==> config.mk <==
export PLATFORM = sky130hd
export DESIGN_NAME = advection_diffusion_stencil_1d_flat
export DESIGN_NICKNAME = d
export VERILOG_FILES = /design/src/hdl/adst_pkg.sv /design/src/hdl/adst_if.sv /design/src/hdl/adst_front.sv /design/src/hdl/adst_queue.sv /design/src/hdl/adst_back.sv /design/src/hdl/advection_diffusion_stencil_1d.sv /design/src/flat_wrapper.sv
export VERILOG_INCLUDE_DIRS = /design/src /design/src/hdl
export SDC_FILE = /design/constraint.sdc
export NUM_CORES = 2
export LEC_CHECK = 0
export CAP_MARGIN = 20
export CORE_ASPECT_RATIO = 0.8
export CORE_MARGIN = 2
export CORE_UTILIZATION = 45
export DETAILED_ROUTE_END_ITERATION = 8
export DONT_BUFFER_PORTS = 1
export GPL_TIMING_DRIVEN = 0
export PLACE_DENSITY = 0.72
export SLEW_MARGIN = 20
export SYNTH_ARGS = -nofsm -noshare
export SYNTH_HDL_FRONTEND = slang
export SYNTH_HIERARCHICAL = 1
export SYNTH_SLANG_ARGS = --single-unit
==> constraint.sdc <==
create_clock -name clk -period 10.1 [get_ports clk]
set_clock_uncertainty 0.2 [all_clocks]
set_input_delay 0.505 -clock clk [delete_from_list [all_inputs] [get_ports clk]]
set_output_delay 0.505 -clock clk [all_outputs]
set_load 0.05 [all_outputs]
==> src/hdl/advection_diffusion_stencil_1d_assert.svh <==
// Assertion macros for the advection-diffusion stencil block.
`ifndef ADVECTION_DIFFUSION_STENCIL_1D_ASSERT_SVH
`define ADVECTION_DIFFUSION_STENCIL_1D_ASSERT_SVH

// Same-cycle implication, checked out of reset.
`define ADST_ASSERT_IMP(label, ante, cons, msg) \
  label: assert property (@(posedge clk) disable iff (!rst_n) (ante) |-> (cons)) \
    else $error(msg);

// Next-cycle implication, checked out of reset.
`define ADST_ASSERT_NXT(label, ante, cons, msg) \
  label: assert property (@(posedge clk) disable iff (!rst_n) (ante) |=> (cons)) \
    else $error(msg);

`endif

==> src/hdl/adst_pkg.sv <==
// Shared types and constants of the advection-diffusion stencil block.
package adst_pkg;

  localparam int SAMPLE_W   = 16;
  localparam int IDX_W      = 12;
  localparam int ADV_W      = 18;
  localparam int DIFF_W     = 16;
  localparam int CFG_IDX_W  = 1;
  localparam int CFG_DATA_W = 18;

  localparam int LAP_W  = SAMPLE_W + 2;
  localparam int GRAD_W = SAMPLE_W + 1;
  localparam int PD_W   = DIFF_W + 1 + LAP_W;
  localparam int PA_W   = ADV_W + GRAD_W;
  localparam int ACC_W  = 37;
  localparam int RND_SH = 16;
  localparam int R_W    = ACC_W - RND_SH;
  localparam int SUM_W  = R_W + 1;

  localparam int QDEPTH  = 4;
  localparam int QPTR_W  = 2;
  localparam int QCNT_W  = 3;
  localparam int QMAXWR  = 3;

  typedef enum logic [CFG_IDX_W-1:0] {
    CFG_ADV_COEF  = 1'b0,
    CFG_DIFF_COEF = 1'b1
  } cfg_reg_t;

  typedef enum logic [1:0] {
    JOB_NORMAL  = 2'd0,
    JOB_DEFER   = 2'd1,
    JOB_RELEASE = 2'd2
  } job_kind_t;

  typedef struct packed {
    job_kind_t                   kind;
    logic signed [SAMPLE_W-1:0]  left;
    logic signed [SAMPLE_W-1:0]  mid;
    logic signed [SAMPLE_W-1:0]  right;
    logic [IDX_W-1:0]            idx;
    logic                        run_last;
  } job_t;

  // Front to queue: up to three jobs, packed from slot 0.
  typedef struct packed {
    logic [1:0] num;
    job_t       job0;
    job_t       job1;
    job_t       job2;
  } q_wr_t;

  typedef struct packed {
    logic valid;
    job_t job;
  } q_rd_t;

  typedef struct packed {
    logic [QCNT_W-1:0] count;
    logic              room;
  } q_stat_t;

  typedef struct packed {
    logic pend;
    logic cnt_zero;
  } fr_stat_t;

endpackage

==> src/hdl/adst_if.sv <==
// Stream channel interfaces for samples in and updated points out.
interface adst_in_if;
  logic                                valid;
  logic                                ready;
  logic signed [adst_pkg::SAMPLE_W-1:0] sample;
  logic                                row_end;

  modport source (output valid, output sample, output row_end, input ready);
  modport sink   (input valid, input sample, input row_end, output ready);
endinterface

interface adst_out_if;
  logic                                valid;
  logic                                ready;
  logic [adst_pkg::IDX_W-1:0]          point_index;
  logic signed [adst_pkg::SAMPLE_W-1:0] new_value;
  logic                                run_last;

  modport source (output valid, output point_index, output new_value, output run_last,
                  input ready);
  modport sink   (input valid, input point_index, input new_value, input run_last,
                  output ready);
endinterface

==> src/hdl/adst_front.sv <==
// Front end: takes sample beats, keeps the window and wrap samples, issues stencil jobs.
module adst_front #(
  parameter int MAX_POINTS = 4096
) (
  input  logic                clk,
  input  logic                rst_n,
  adst_in_if.sink             in_chan,
  input  logic                room,
  output adst_pkg::q_wr_t     q_wr,
  output adst_pkg::fr_stat_t  fr_stat
);

  localparam int CNT_W = $clog2(MAX_POINTS);
  localparam int EXT_W = CNT_W + adst_pkg::IDX_W;

  logic [CNT_W-1:0]                      cnt_r, cnt_nxt;
  logic                                  pend_r, pend_nxt;
  logic signed [adst_pkg::SAMPLE_W-1:0]  first_r, first_nxt;
  logic signed [adst_pkg::SAMPLE_W-1:0]  second_r, second_nxt;
  logic signed [adst_pkg::SAMPLE_W-1:0]  prev_r, prev_nxt;
  logic signed [adst_pkg::SAMPLE_W-1:0]  pprev_r, pprev_nxt;

  logic                 accept;
  logic                 last;
  logic                 interior;
  logic [CNT_W-1:0]     cnt_m1;
  logic [EXT_W-1:0]     cnt_ext;
  logic [EXT_W-1:0]     cnt_m1_ext;
  adst_pkg::job_t       job_a, job_b, job_d, job_rel;

  assign in_chan.ready = room;
  assign accept        = in_chan.valid & room;

  // Force a row end when the row reaches its maximum length.
  assign last     = in_chan.row_end | (cnt_r >= CNT_W'(MAX_POINTS - 1));
  assign interior = (cnt_r >= CNT_W'(2));
  assign cnt_m1   = cnt_r - CNT_W'(1);
  assign cnt_ext    = {{adst_pkg::IDX_W{1'b0}}, cnt_r};
  assign cnt_m1_ext = {{adst_pkg::IDX_W{1'b0}}, cnt_m1};

  always_comb begin
    job_a.kind     = adst_pkg::JOB_NORMAL;
    job_a.left     = pprev_r;
    job_a.mid      = prev_r;
    job_a.right    = in_chan.sample;
    job_a.idx      = cnt_m1_ext[adst_pkg::IDX_W-1:0];
    job_a.run_last = 1'b0;

    job_b.kind     = adst_pkg::JOB_NORMAL;
    job_b.left     = prev_r;
    job_b.mid      = in_chan.sample;
    job_b.right    = first_r;
    job_b.idx      = cnt_ext[adst_pkg::IDX_W-1:0];
    job_b.run_last = 1'b0;

    // Point 0 of the finished row: compute now, hold the result until the next beat.
    job_d.kind     = adst_pkg::JOB_DEFER;
    job_d.left     = in_chan.sample;
    job_d.mid      = first_r;
    job_d.right    = second_r;
    job_d.idx      = '0;
    job_d.run_last = 1'b1;

    job_rel.kind     = adst_pkg::JOB_RELEASE;
    job_rel.left     = '0;
    job_rel.mid      = '0;
    job_rel.right    = '0;
    job_rel.idx      = '0;
    job_rel.run_last = 1'b1;
  end

  always_comb begin
    q_wr.job0 = pend_r ? job_rel : job_a;
    q_wr.job1 = job_b;
    q_wr.job2 = job_d;
    q_wr.num  = 2'd0;
    if (accept) begin
      if (pend_r) begin
        q_wr.num = 2'd1;
      end else if (interior) begin
        q_wr.num = last ? 2'd3 : 2'd1;
      end
    end
  end

  always_comb begin
    cnt_nxt    = cnt_r;
    pend_nxt   = pend_r;
    first_nxt  = first_r;
    second_nxt = second_r;
    prev_nxt   = prev_r;
    pprev_nxt  = pprev_r;
    if (accept) begin
      if (cnt_r == '0) begin
        first_nxt = in_chan.sample;
      end
      if (cnt_r == CNT_W'(1)) begin
        second_nxt = in_chan.sample;
      end
      pend_nxt  = interior & last;
      pprev_nxt = prev_r;
      prev_nxt  = in_chan.sample;
      cnt_nxt   = last ? '0 : cnt_r + CNT_W'(1);
    end
  end

  always_ff @(posedge clk) begin
    if (!rst_n) begin
      cnt_r    <= '0;
      pend_r   <= 1'b0;
      first_r  <= '0;
      second_r <= '0;
      prev_r   <= '0;
      pprev_r  <= '0;
    end else begin
      cnt_r    <= cnt_nxt;
      pend_r   <= pend_nxt;
      first_r  <= first_nxt;
      second_r <= second_nxt;
      prev_r   <= prev_nxt;
      pprev_r  <= pprev_nxt;
    end
  end

  assign fr_stat.pend     = pend_r;
  assign fr_stat.cnt_zero = (cnt_r == '0);

endmodule

==> src/hdl/adst_queue.sv <==
// Job queue between front and back end: up to three writes and one read per cycle.
module adst_queue (
  input  logic                clk,
  input  logic                rst_n,
  input  adst_pkg::q_wr_t     q_wr,
  input  logic                pop,
  output adst_pkg::q_rd_t     q_rd,
  output adst_pkg::q_stat_t   q_stat
);

  adst_pkg::job_t mem_r [adst_pkg::QDEPTH];

  logic [adst_pkg::QPTR_W-1:0] wr_ptr_r, wr_ptr_nxt;
  logic [adst_pkg::QPTR_W-1:0] rd_ptr_r, rd_ptr_nxt;
  logic [adst_pkg::QCNT_W-1:0] count_r, count_nxt;
  logic                        do_pop;

  assign do_pop     = pop & (count_r != '0);
  assign wr_ptr_nxt = wr_ptr_r + adst_pkg::QPTR_W'(q_wr.num);
  assign rd_ptr_nxt = rd_ptr_r + adst_pkg::QPTR_W'(do_pop);
  assign count_nxt  = count_r + adst_pkg::QCNT_W'(q_wr.num) - adst_pkg::QCNT_W'(do_pop);

  always_ff @(posedge clk) begin
    if (q_wr.num >= 2'd1) begin
      mem_r[wr_ptr_r] <= q_wr.job0;
    end
    if (q_wr.num >= 2'd2) begin
      mem_r[wr_ptr_r + adst_pkg::QPTR_W'(1)] <= q_wr.job1;
    end
    if (q_wr.num >= 2'd3) begin
      mem_r[wr_ptr_r + adst_pkg::QPTR_W'(2)] <= q_wr.job2;
    end
  end

  always_ff @(posedge clk) begin
    if (!rst_n) begin
      wr_ptr_r <= '0;
      rd_ptr_r <= '0;
      count_r  <= '0;
    end else begin
      wr_ptr_r <= wr_ptr_nxt;
      rd_ptr_r <= rd_ptr_nxt;
      count_r  <= count_nxt;
    end
  end

  assign q_rd.valid   = (count_r != '0);
  assign q_rd.job     = mem_r[rd_ptr_r];
  assign q_stat.count = count_r;
  // Accept a sample only when the largest burst of jobs still fits.
  assign q_stat.room  =
    (count_r <= adst_pkg::QCNT_W'(adst_pkg::QDEPTH - adst_pkg::QMAXWR));

endmodule

==> src/hdl/adst_back.sv <==
// Back end: four-stage stencil pipeline ending in the output register.
module adst_back (
  input  logic                              clk,
  input  logic                              rst_n,
  input  adst_pkg::q_rd_t                   q_rd,
  output logic                              pop,
  input  logic signed [adst_pkg::ADV_W-1:0] adv_coef,
  input  logic [adst_pkg::DIFF_W-1:0]       diff_coef,
  adst_out_if.source                        out_chan
);

  typedef struct packed {
    adst_pkg::job_kind_t                  kind;
    logic signed [adst_pkg::SAMPLE_W-1:0] mid;
    logic [adst_pkg::IDX_W-1:0]           idx;
    logic                                 run_last;
  } tag_t;

  logic advance;

  // Stage 1: Laplacian and gradient
  logic                                 s1_valid_r;
  tag_t                                 s1_tag_r;
  logic signed [adst_pkg::LAP_W-1:0]    s1_lap_r, s1_lap_nxt;
  logic signed [adst_pkg::GRAD_W-1:0]   s1_grad_r, s1_grad_nxt;

  // Stage 2: products
  logic                                 s2_valid_r;
  tag_t                                 s2_tag_r;
  logic signed [adst_pkg::PD_W-1:0]     s2_pd_r, s2_pd_nxt;
  logic signed [adst_pkg::PA_W-1:0]     s2_pa_r, s2_pa_nxt;

  // Stage 3: rounded correction
  logic                                 s3_valid_r;
  tag_t                                 s3_tag_r;
  logic signed [adst_pkg::R_W-1:0]      s3_r_r, s3_r_nxt;

  // Stage 4: output register and held point-0 result
  logic                                 out_valid_r, out_valid_nxt;
  logic [adst_pkg::IDX_W-1:0]           out_idx_r, out_idx_nxt;
  logic signed [adst_pkg::SAMPLE_W-1:0] out_val_r, out_val_nxt;
  logic                                 out_last_r, out_last_nxt;
  logic signed [adst_pkg::SAMPLE_W-1:0] pend_res_r, pend_res_nxt;

  logic signed [adst_pkg::DIFF_W:0]     diff_s;
  logic signed [adst_pkg::ACC_W-1:0]    acc;
  logic signed [adst_pkg::ACC_W-1:0]    rnd;
  logic signed [adst_pkg::SUM_W-1:0]    sum;
  logic signed [adst_pkg::SAMPLE_W-1:0] sat;
  tag_t                                 q_tag;

  // Freeze the whole pipe while a result beat waits.
  assign advance = ~out_valid_r | out_chan.ready;
  assign pop     = advance & q_rd.valid;

  assign q_tag.kind     = q_rd.job.kind;
  assign q_tag.mid      = q_rd.job.mid;
  assign q_tag.idx      = q_rd.job.idx;
  assign q_tag.run_last = q_rd.job.run_last;

  assign s1_lap_nxt = adst_pkg::LAP_W'(q_rd.job.right) + adst_pkg::LAP_W'(q_rd.job.left)
                    - (adst_pkg::LAP_W'(q_rd.job.mid) <<< 1);
  assign s1_grad_nxt = adst_pkg::GRAD_W'(q_rd.job.right) - adst_pkg::GRAD_W'(q_rd.job.left);

  assign diff_s    = {1'b0, diff_coef};
  assign s2_pd_nxt = diff_s * s1_lap_r;
  assign s2_pa_nxt = adv_coef * s1_grad_r;

  // Round half up at bit 16 by adding 2^15, then floor by the arithmetic shift.
  assign acc      = adst_pkg::ACC_W'(s2_pd_r) - adst_pkg::ACC_W'(s2_pa_r);
  assign rnd      = acc + adst_pkg::ACC_W'(32768);
  assign s3_r_nxt = rnd[adst_pkg::ACC_W-1:adst_pkg::RND_SH];

  assign sum = adst_pkg::SUM_W'(s3_tag_r.mid) + adst_pkg::SUM_W'(s3_r_r);

  always_comb begin
    if (sum > adst_pkg::SUM_W'(32767)) begin
      sat = 16'sh7FFF;
    end else if (sum < -adst_pkg::SUM_W'(32768)) begin
      sat = 16'sh8000;
    end else begin
      sat = sum[adst_pkg::SAMPLE_W-1:0];
    end
  end

  always_comb begin
    out_valid_nxt = 1'b0;
    out_idx_nxt   = s3_tag_r.idx;
    out_val_nxt   = sat;
    out_last_nxt  = s3_tag_r.run_last;
    pend_res_nxt  = pend_res_r;
    if (s3_valid_r) begin
      unique case (s3_tag_r.kind)
        adst_pkg::JOB_NORMAL: begin
          out_valid_nxt = 1'b1;
        end
        adst_pkg::JOB_DEFER: begin
          pend_res_nxt = sat;
        end
        adst_pkg::JOB_RELEASE: begin
          out_valid_nxt = 1'b1;
          out_idx_nxt   = '0;
          out_val_nxt   = pend_res_r;
          out_last_nxt  = 1'b1;
        end
        default: begin
          out_valid_nxt = 1'b0;
        end
      endcase
    end
  end

  always_ff @(posedge clk) begin
    if (!rst_n) begin
      s1_valid_r  <= 1'b0;
      s2_valid_r  <= 1'b0;
      s3_valid_r  <= 1'b0;
      out_valid_r <= 1'b0;
    end else if (advance) begin
      s1_valid_r  <= q_rd.valid;
      s2_valid_r  <= s1_valid_r;
      s3_valid_r  <= s2_valid_r;
      out_valid_r <= out_valid_nxt;
    end
  end

  always_ff @(posedge clk) begin
    if (advance) begin
      s1_tag_r   <= q_tag;
      s1_lap_r   <= s1_lap_nxt;
      s1_grad_r  <= s1_grad_nxt;
      s2_tag_r   <= s1_tag_r;
      s2_pd_r    <= s2_pd_nxt;
      s2_pa_r    <= s2_pa_nxt;
      s3_tag_r   <= s2_tag_r;
      s3_r_r     <= s3_r_nxt;
      out_idx_r  <= out_idx_nxt;
      out_val_r  <= out_val_nxt;
      out_last_r <= out_last_nxt;
      pend_res_r <= pend_res_nxt;
    end
  end

  assign out_chan.valid       = out_valid_r;
  assign out_chan.point_index = out_idx_r;
  assign out_chan.new_value   = out_val_r;
  assign out_chan.run_last    = out_last_r;

endmodule

==> src/hdl/advection_diffusion_stencil_1d.sv <==
// Top level of the periodic 1-D advection-diffusion stencil.
// One FTCS step over a periodic row: samples stream in point order, one beat per cycle while
// the job queue has room, and each updated point leaves as new = u + b*(u_next - 2u + u_prev) -
// a*(u_next - u_prev), rounded half up to a signed 16-bit integer (Q16.0) and saturated.
// Point i (1..N-2) leaves after sample i+1 arrives, the row_end sample releases points N-2
// and N-1, and point 0 (flagged run_last) leaves only after the first sample of the next row
// is accepted. Rows of fewer than three samples give nothing; a row reaching MAX_POINTS
// samples ends there. Rate: the back end runs one stencil job per cycle while the output is
// not stalled, through a four-stage pipeline (difference, multiply, round, saturate into the
// output register); every interior sample makes one job, the row_end sample three, the first
// sample of a row one more. A four-entry job queue holds jobs while the output stalls; the
// input waits once two jobs are queued. Write adv_coef and diff_coef only with the block idle.
module advection_diffusion_stencil_1d #(
  parameter int MAX_POINTS = 4096
) (
  input  logic                                 clk,
  input  logic                                 rst_n,
  adst_in_if.sink                              in_chan,
  adst_out_if.source                           out_chan,
  input  logic                                 cfg_we,
  input  logic [adst_pkg::CFG_IDX_W-1:0]       cfg_index,
  input  logic [adst_pkg::CFG_DATA_W-1:0]      cfg_wdata
);

  logic signed [adst_pkg::ADV_W-1:0] adv_coef_r, adv_coef_nxt;
  logic [adst_pkg::DIFF_W-1:0]       diff_coef_r, diff_coef_nxt;

  adst_pkg::q_wr_t    q_wr;
  adst_pkg::q_rd_t    q_rd;
  adst_pkg::q_stat_t  q_stat;
  adst_pkg::fr_stat_t fr_stat;
  logic               pop;

  always_comb begin
    adv_coef_nxt  = adv_coef_r;
    diff_coef_nxt = diff_coef_r;
    if (cfg_we) begin
      unique case (adst_pkg::cfg_reg_t'(cfg_index))
        adst_pkg::CFG_ADV_COEF: begin
          adv_coef_nxt = cfg_wdata[adst_pkg::ADV_W-1:0];
        end
        adst_pkg::CFG_DIFF_COEF: begin
          diff_coef_nxt = cfg_wdata[adst_pkg::DIFF_W-1:0];
        end
        default: begin
          adv_coef_nxt = adv_coef_r;
        end
      endcase
    end
  end

  always_ff @(posedge clk) begin
    if (!rst_n) begin
      adv_coef_r  <= '0;
      diff_coef_r <= '0;
    end else begin
      adv_coef_r  <= adv_coef_nxt;
      diff_coef_r <= diff_coef_nxt;
    end
  end

  adst_front #(
    .MAX_POINTS (MAX_POINTS)
  ) u_front (
    .clk     (clk),
    .rst_n   (rst_n),
    .in_chan (in_chan),
    .room    (q_stat.room),
    .q_wr    (q_wr),
    .fr_stat (fr_stat)
  );

  adst_queue u_queue (
    .clk    (clk),
    .rst_n  (rst_n),
    .q_wr   (q_wr),
    .pop    (pop),
    .q_rd   (q_rd),
    .q_stat (q_stat)
  );

  adst_back u_back (
    .clk       (clk),
    .rst_n     (rst_n),
    .q_rd      (q_rd),
    .pop       (pop),
    .adv_coef  (adv_coef_r),
    .diff_coef (diff_coef_r),
    .out_chan  (out_chan)
  );

`include "advection_diffusion_stencil_1d_assert.svh"

  `ADST_ASSERT_IMP(a_queue_bound, 1'b1, q_stat.count <= adst_pkg::QCNT_W'(adst_pkg::QDEPTH), "job queue overflow")
  `ADST_ASSERT_IMP(a_pend_at_row_start, fr_stat.pend, fr_stat.cnt_zero, "point 0 held mid-row")
  `ADST_ASSERT_NXT(a_pend_clears, fr_stat.pend && in_chan.valid && in_chan.ready, !fr_stat.pend, "held point 0 not released")
  `ADST_ASSERT_IMP(a_last_is_point0, out_chan.valid && out_chan.run_last, out_chan.point_index == '0, "run_last beat not point 0")

endmodule

==> src/flat_wrapper.sv <==
// flat-port wrapper written by rule: the top's interface ports become plain ports
module advection_diffusion_stencil_1d_flat 
#(
  parameter int MAX_POINTS = 4096
)
  (clk, rst_n, cfg_we, cfg_index, cfg_wdata, in_chan_valid, in_chan_sample, in_chan_row_end, in_chan_ready, out_chan_valid, out_chan_point_index, out_chan_new_value, out_chan_run_last, out_chan_ready);
  adst_in_if in_chan_i ();
  adst_out_if out_chan_i ();
  input  logic clk;
  input  logic rst_n;
  input  logic cfg_we;
  input  logic [adst_pkg::CFG_IDX_W-1:0] cfg_index;
  input  logic [adst_pkg::CFG_DATA_W-1:0] cfg_wdata;
  input wire logic [$bits(in_chan_i.valid)-1:0] in_chan_valid;
  input wire logic [$bits(in_chan_i.sample)-1:0] in_chan_sample;
  input wire logic [$bits(in_chan_i.row_end)-1:0] in_chan_row_end;
  output wire logic [$bits(in_chan_i.ready)-1:0] in_chan_ready;
  output wire logic [$bits(out_chan_i.valid)-1:0] out_chan_valid;
  output wire logic [$bits(out_chan_i.point_index)-1:0] out_chan_point_index;
  output wire logic [$bits(out_chan_i.new_value)-1:0] out_chan_new_value;
  output wire logic [$bits(out_chan_i.run_last)-1:0] out_chan_run_last;
  input wire logic [$bits(out_chan_i.ready)-1:0] out_chan_ready;
  assign in_chan_i.valid = in_chan_valid;
  assign in_chan_i.sample = in_chan_sample;
  assign in_chan_i.row_end = in_chan_row_end;
  assign in_chan_ready = in_chan_i.ready;
  assign out_chan_valid = out_chan_i.valid;
  assign out_chan_point_index = out_chan_i.point_index;
  assign out_chan_new_value = out_chan_i.new_value;
  assign out_chan_run_last = out_chan_i.run_last;
  assign out_chan_i.ready = out_chan_ready;
  advection_diffusion_stencil_1d #(.MAX_POINTS(MAX_POINTS)) u_core (.clk(clk), .rst_n(rst_n), .in_chan(in_chan_i), .out_chan(out_chan_i), .cfg_we(cfg_we), .cfg_index(cfg_index), .cfg_wdata(cfg_wdata));
endmodule
After elaboration in Yosys (flattened, before gate mapping) --
Memory sizes are Yosys's and may differ from the RTL's. A register that Yosys moved wholly into a read port is not among the register bits. Cells that the tools add are included.
Word-level totals: output and inout port bits 31, bits in writable memories 252, bits in read-only memories 0, memories 1, input bits 41, latch bits 0, register bits after elaboration 386
Operators by class: magnitude comparators 8, $mul 2, shift-type cells 0, equality and inequality tests 3, reduce and logical (&&, ||, !) cells 9, add/sub/neg operators 14, bitwise operators 8, muxes and demuxes 23, divide/modulo/power cells 0
Memories:
- u_core.u_queue.mem_r | depth 4, width 63, read ports 1, clocked after memory_dff 1, write ports 3, line adst_queue.sv:11 | adst_pkg::job_t mem_r [adst_pkg::QDEPTH];
Operators with widths (count):
- $mux 16 | 4
- $mux 63 | 1
- $add 36x17->37 const B | 1
- $mux 12 | 3
- $sub 35x35->36 | 1
- $mul 17x18->35 | 1
- $mul 18x17->35 | 1
- $add 16x21->22 | 1
- $gt 22x16->1 const B | 1
- $lt 22x16->1 const B | 1
- $sub 17x17->18 | 1
- $add 16x16->17 | 1
- $sub 16x16->17 | 1
- $add 12x1->12 const B | 1
- $eq 12x1->1 const B | 1
- $ge 12x12->1 const B | 1
- $ge 12x2->1 const B | 1
- $logic_not 12->1 | 1
- $sub 12x1->12 const B | 1
- $mux 1 | 10
- $mux 2 | 5
- $reduce_and 2->1 | 4
- $and 1x1->1 | 4
- $ge 2x2->1 const B | 2
- 16 further kinds | 18

Depth between registers and ports, before layout --
depth after elaboration 9, gate-level depth with buffers 27, mapped depth without buffers 25

By module --
Netlist, hierarchy kept.
By module, submodules not included:
- adst_back | area each 35306.4 µm², times used 1, cells each 3439
- adst_queue | area each 14592.7 µm², times used 1, cells each 1508
- adst_front | area each 4187.8 µm², times used 1, cells each 543
- advection_diffusion_stencil_1d | area each 1318.8 µm², times used 1, cells each 132

Least setup slack after synthesis --
No wires, ideal clock.
path kind reg2reg, from register u_core.u_back.out_valid_r (netlist: u_core/u_back/out_chan.valid), to register u_core/u_queue/count_r[2] (netlist name), buffers on the path 1, arrival time 9476 ps, cell stages (with the launch flop) 12, setup slack 309 ps, path through dfxtp_1 -> nand2b_1 -> clkbuf_1 -> and2_1 -> o31ai_1 -> mux2i_1 -> ha_1 -> inv_1 -> fa_1 -> xor2_1 -> xnor2_1 -> and2_1
On the way: longest elaborated chain between the ends 5
Ends and longest elaborated chain:
- from (decl) | line adst_back.sv:39 | logic out_valid_r, out_valid_nxt;
- from (signal assigned) | line adst_back.sv:123 | out_valid_r <= out_valid_nxt;
- $not 1->1 | line adst_back.sv:53 | assign advance = ~out_valid_r | out_chan.ready;
- $or 1x1->1 | line adst_back.sv:53
- $and 1x1->1 | line adst_back.sv:54 | assign pop = advance & q_rd.valid;
- net u_core.pop | line advection_diffusion_stencil_1d.sv:32 | logic pop;
- $and 1x1->1 | line adst_queue.sv:18 | assign do_pop = pop & (count_r != '0);
- $sub 3x1->3 | line adst_queue.sv:21 | assign count_nxt = count_r + adst_pkg::QCNT_W'(q_wr.num) - adst_pkg::QCNT_W'(do_pop);
- to (signal assigned) | line adst_queue.sv:43 | count_r <= count_nxt;
- to (decl) | line adst_queue.sv:15 | logic [adst_pkg::QCNT_W-1:0] count_r, count_nxt;
The timed path passes the listed nets, and every way through them passes these cells. A chain may end at the register's enable or synchronous reset.

Worst setup path in the final report --
from register u_core/u_back/s1_grad_r[10] (netlist name), to register u_core/u_back/s2_pa_r[33] (netlist name) (data pin)
On the way: longest elaborated chain between the ends 1
Ends and longest elaborated chain:
- from (decl) | line adst_back.sv:25 | logic signed [adst_pkg::GRAD_W-1:0] s1_grad_r, s1_grad_nxt;
- from (signal assigned) | line adst_back.sv:131 | s1_grad_r <= s1_grad_nxt;
- $mul 18x17->35 | line adst_back.sv:67 | assign s2_pa_nxt = adv_coef * s1_grad_r;
- net u_core.u_back.s2_pa_nxt, one bit | line adst_back.sv:31 | logic signed [adst_pkg::PA_W-1:0] s2_pa_r, s2_pa_nxt;
- to (signal assigned) | line adst_back.sv:134 | s2_pa_r <= s2_pa_nxt;
- to (decl) | line adst_back.sv:31
The timed path passes the listed nets, and every way through them passes these cells.

==> results.json <==
{
  "final_layout_size_suffix_gt1_frac": 0.0751,
  "grt_use_met2": 0.380,
  "grt_pass1_wl_mm": 243,
  "dpl_cell_area_um2": 57800,
  "setup_viol": 0,
  "wirelength_mm": 158,
  "violations": "DRC",
  "use_met3": 0.0711,
  "clockBufferDepth": 3,
  "globalRoute.busiestLayer": "met2",
  "grt_max_degree": 57,
  "layout_common_cells": "nand2_1, inv_1, fa_1",
  "hp-class": "in -> reg",
  "grt_overflow_total": 0,
  "cts_resized": 0,
  "nFillCells": 10900,
  "cts_buffers": 72,
  "status": "complete, but fails checks",
  "cts_setup_buffers": 0,
  "critical_path_class": "reg -> reg",
  "final_util": 0.494,
  "stdcell_area_um2": 60600,
  "port-buffer-count": 0,
  "areaGrowthSynthToFinish_pct": 9.41,
  "die-area_um2": 126000,
  "nets": 6736,
  "power_leakage_nw": 26.8,
  "slowest_stage": "fa_1",
  "cap_violations": 0,
  "cts_htree_levels": 3,
  "num_vias": 41600,
  "cts_tree": "built",
  "track_usage": 0.251,
  "antenna_found_initial": 13,
  "core_area_um2": 123000,
  "start_util": 0.452,
  "drt-wirelength-per-cell_um": 21.2,
  "final-hold-violation-count": 0,
  "cp.required_ns": 10.31,
  "startpoint_type": "flip-flop",
  "max_freq_mhz": 119,
  "power_density_nw_per_um2": 324,
  "synth_area_per_cell_um2": 9.86,
  "vdd_ir_drop_max_v": 0.000372,
  "use_met1": 0.346,
  "timing.critical_path.mode_cell": "fa_1",
  "rsz0062_at_grt": "no",
  "rows": 115,
  "worst_slew_pin_slew_ns": 0.954,
  "clk_pin_slew_ns": 0.06,
  "hold_ws_ns": 0.0287,
  "arrival_ns": 8.59,
  "hold_buffers": 39,
  "viasPerCell": 5.57,
  "initialDrtViolationCount": 5253,
  "final_common_cell": "nand2_1",
  "fin_crit_ns": 8.38,
  "ant_nets": 0,
  "root_buffer": "clkbuf_16",
  "place_congestion": 0.969,
  "die_w_um": 396,
  "hpwl_mm": 118,
  "setup_slack_ns": 1.72,
  "finalMaxSlewViolations": 0,
  "synth_area_um2": 55400,
  "yosysWarnings": 6,
  "first_global_vias": 41700,
  "slew_headroom": 0.364,
  "die_y_um": 318,
  "critPathCaptureType": "flip-flop",
  "post-place-ws_ns": 1.90,
  "firstDrtPassIters": 8,
  "path_cells": "clkbuf_1 -> clkbuf_1 -> nand2_1 -> fa_1 -> inv_1 -> fa_1 -> fa_1 -> fa_1 -> fa_1 -> inv_1 -> fa_1 -> inv_1 -> ha_1 -> a21o_1 -> a21o_1 -> a21o_1 -> a21oi_1 -> a2bb2oi_1 -> o311a_1 -> o311ai_1 -> or4_1 -> a31o_2 -> a21oi_1 -> xnor2_1",
  "cts.sinks": 637,
  "clk_latency_ns": 0.66,
  "synth_cells": 5619,
  "drc": 2,
  "cp_slowest_stage_delay_ns": 0.56,
  "finalCritPeriodShare": 0.830,
  "path_max_fanout": 10,
  "io_pins": 72
}
power by group:
group / switching, W / leakage [nW] / internal, W
sequential: 0.000655 / 6.05 / 0.00404
clock: 0.00111 / 1.14 / 0.00148
combinational: 0.00754 / 19.7 / 0.00480
total: 0.00931 / 26.8 / 0.0103
worst paths after layout:
kind                                          from                              endpoint  slack, ns  cells after the start
max          u_core/u_back/s1_grad_r[10]$_DFFE_PN_   u_core/u_back/s2_pa_r[33]$_DFFE_PN_       1.72                     24
max reg2reg  u_core/u_back/s1_grad_r[10]$_DFFE_PN_   u_core/u_back/s2_pa_r[33]$_DFFE_PN_       1.72                     24
min                                  in_chan_valid  u_core/u_front/cnt_r[2]$_SDFFE_PN0P_       0.03                      3
min reg2reg   u_core/u_back/s2_tag_r[29]$_DFFE_PN_  u_core/u_back/s3_tag_r[29]$_DFFE_PN_       0.21                      0
critical path, delay by kind of cell, from the launching register on:
| kind | cells | cell delay [ns] |
|---|---|---|
| AOI/OAI and AO/OA | 9 | 1.93 |
| xor gates and xnor gates | 1 | 0.24 |
| adders and majority gates | 7 | 3.56 |
| buffers and inverters | 5 | 1.22 |
| DFF | 1 | 0.32 |
| and+or+nand+nor | 2 | 0.65 |
layer usage:
metal  part of all wire  wire length [µm]
met5            0.00033                53
met4              0.039              6180
met3               0.12             19300
met2               0.44             69300
met1               0.40             63400
registers in the layout (all words and copies together) (netlist names), 3 cells and up:
| register | cells |
|---|---|
| u_core/u_back/s1_tag_r | 31 |
| u_core/u_front/first_r | 16 |
| u_core/u_back/out_chan.point_index | 12 |
| u_core/u_queue/mem_r | 252 |
| u_core/diff_coef_r | 16 |
| u_core/adv_coef_r | 18 |
| u_core/u_back/s2_tag_r | 31 |
| u_core/u_back/s3_tag_r | 31 |
| u_core/u_back/s1_grad_r | 16 |
| u_core/u_back/s3_r_r | 21 |
| u_core/u_back/s1_lap_r | 18 |
| u_core/u_front/cnt_r | 12 |
| u_core/u_back/pend_res_r | 16 |
| u_core/u_front/second_r | 16 |
| u_core/u_back/s2_pa_r | 35 |
| u_core/u_queue/count_r | 3 |
| u_core/u_back/s2_pd_r | 35 |
| u_core/u_back/out_chan.new_value | 16 |
| u_core/u_front/prev_r | 16 |
| u_core/u_front/pprev_r | 16 |
per-stage QoR:
step                power, W  setup TNS (ns)  instances
floorplan             0.0133               0       5636
global placement      0.0165         -497.74       7274
detailed placement    0.0168               0       7291
CTS                   0.0195               0       7459
global route          0.0212               0       7462
finish                0.0196               0       7470
layout make-up:
type,instances,area [µm²],share of cell area
Multi-Input combinational cell,3812,32500,0.537
Timing Repair Buffer,56,668,0.0110
Sequential cell,637,17900,0.296
Inverter,837,3140,0.0519
Tap cell,1638,2050,0.0338
Clock inverter,33,379,0.00626
Antenna cell,11,27.5,0.000454
Clock buffer,96,1980,0.0327
Buffer,350,1910,0.0315
No activity file was read; power rests on OpenSTA's default activity.
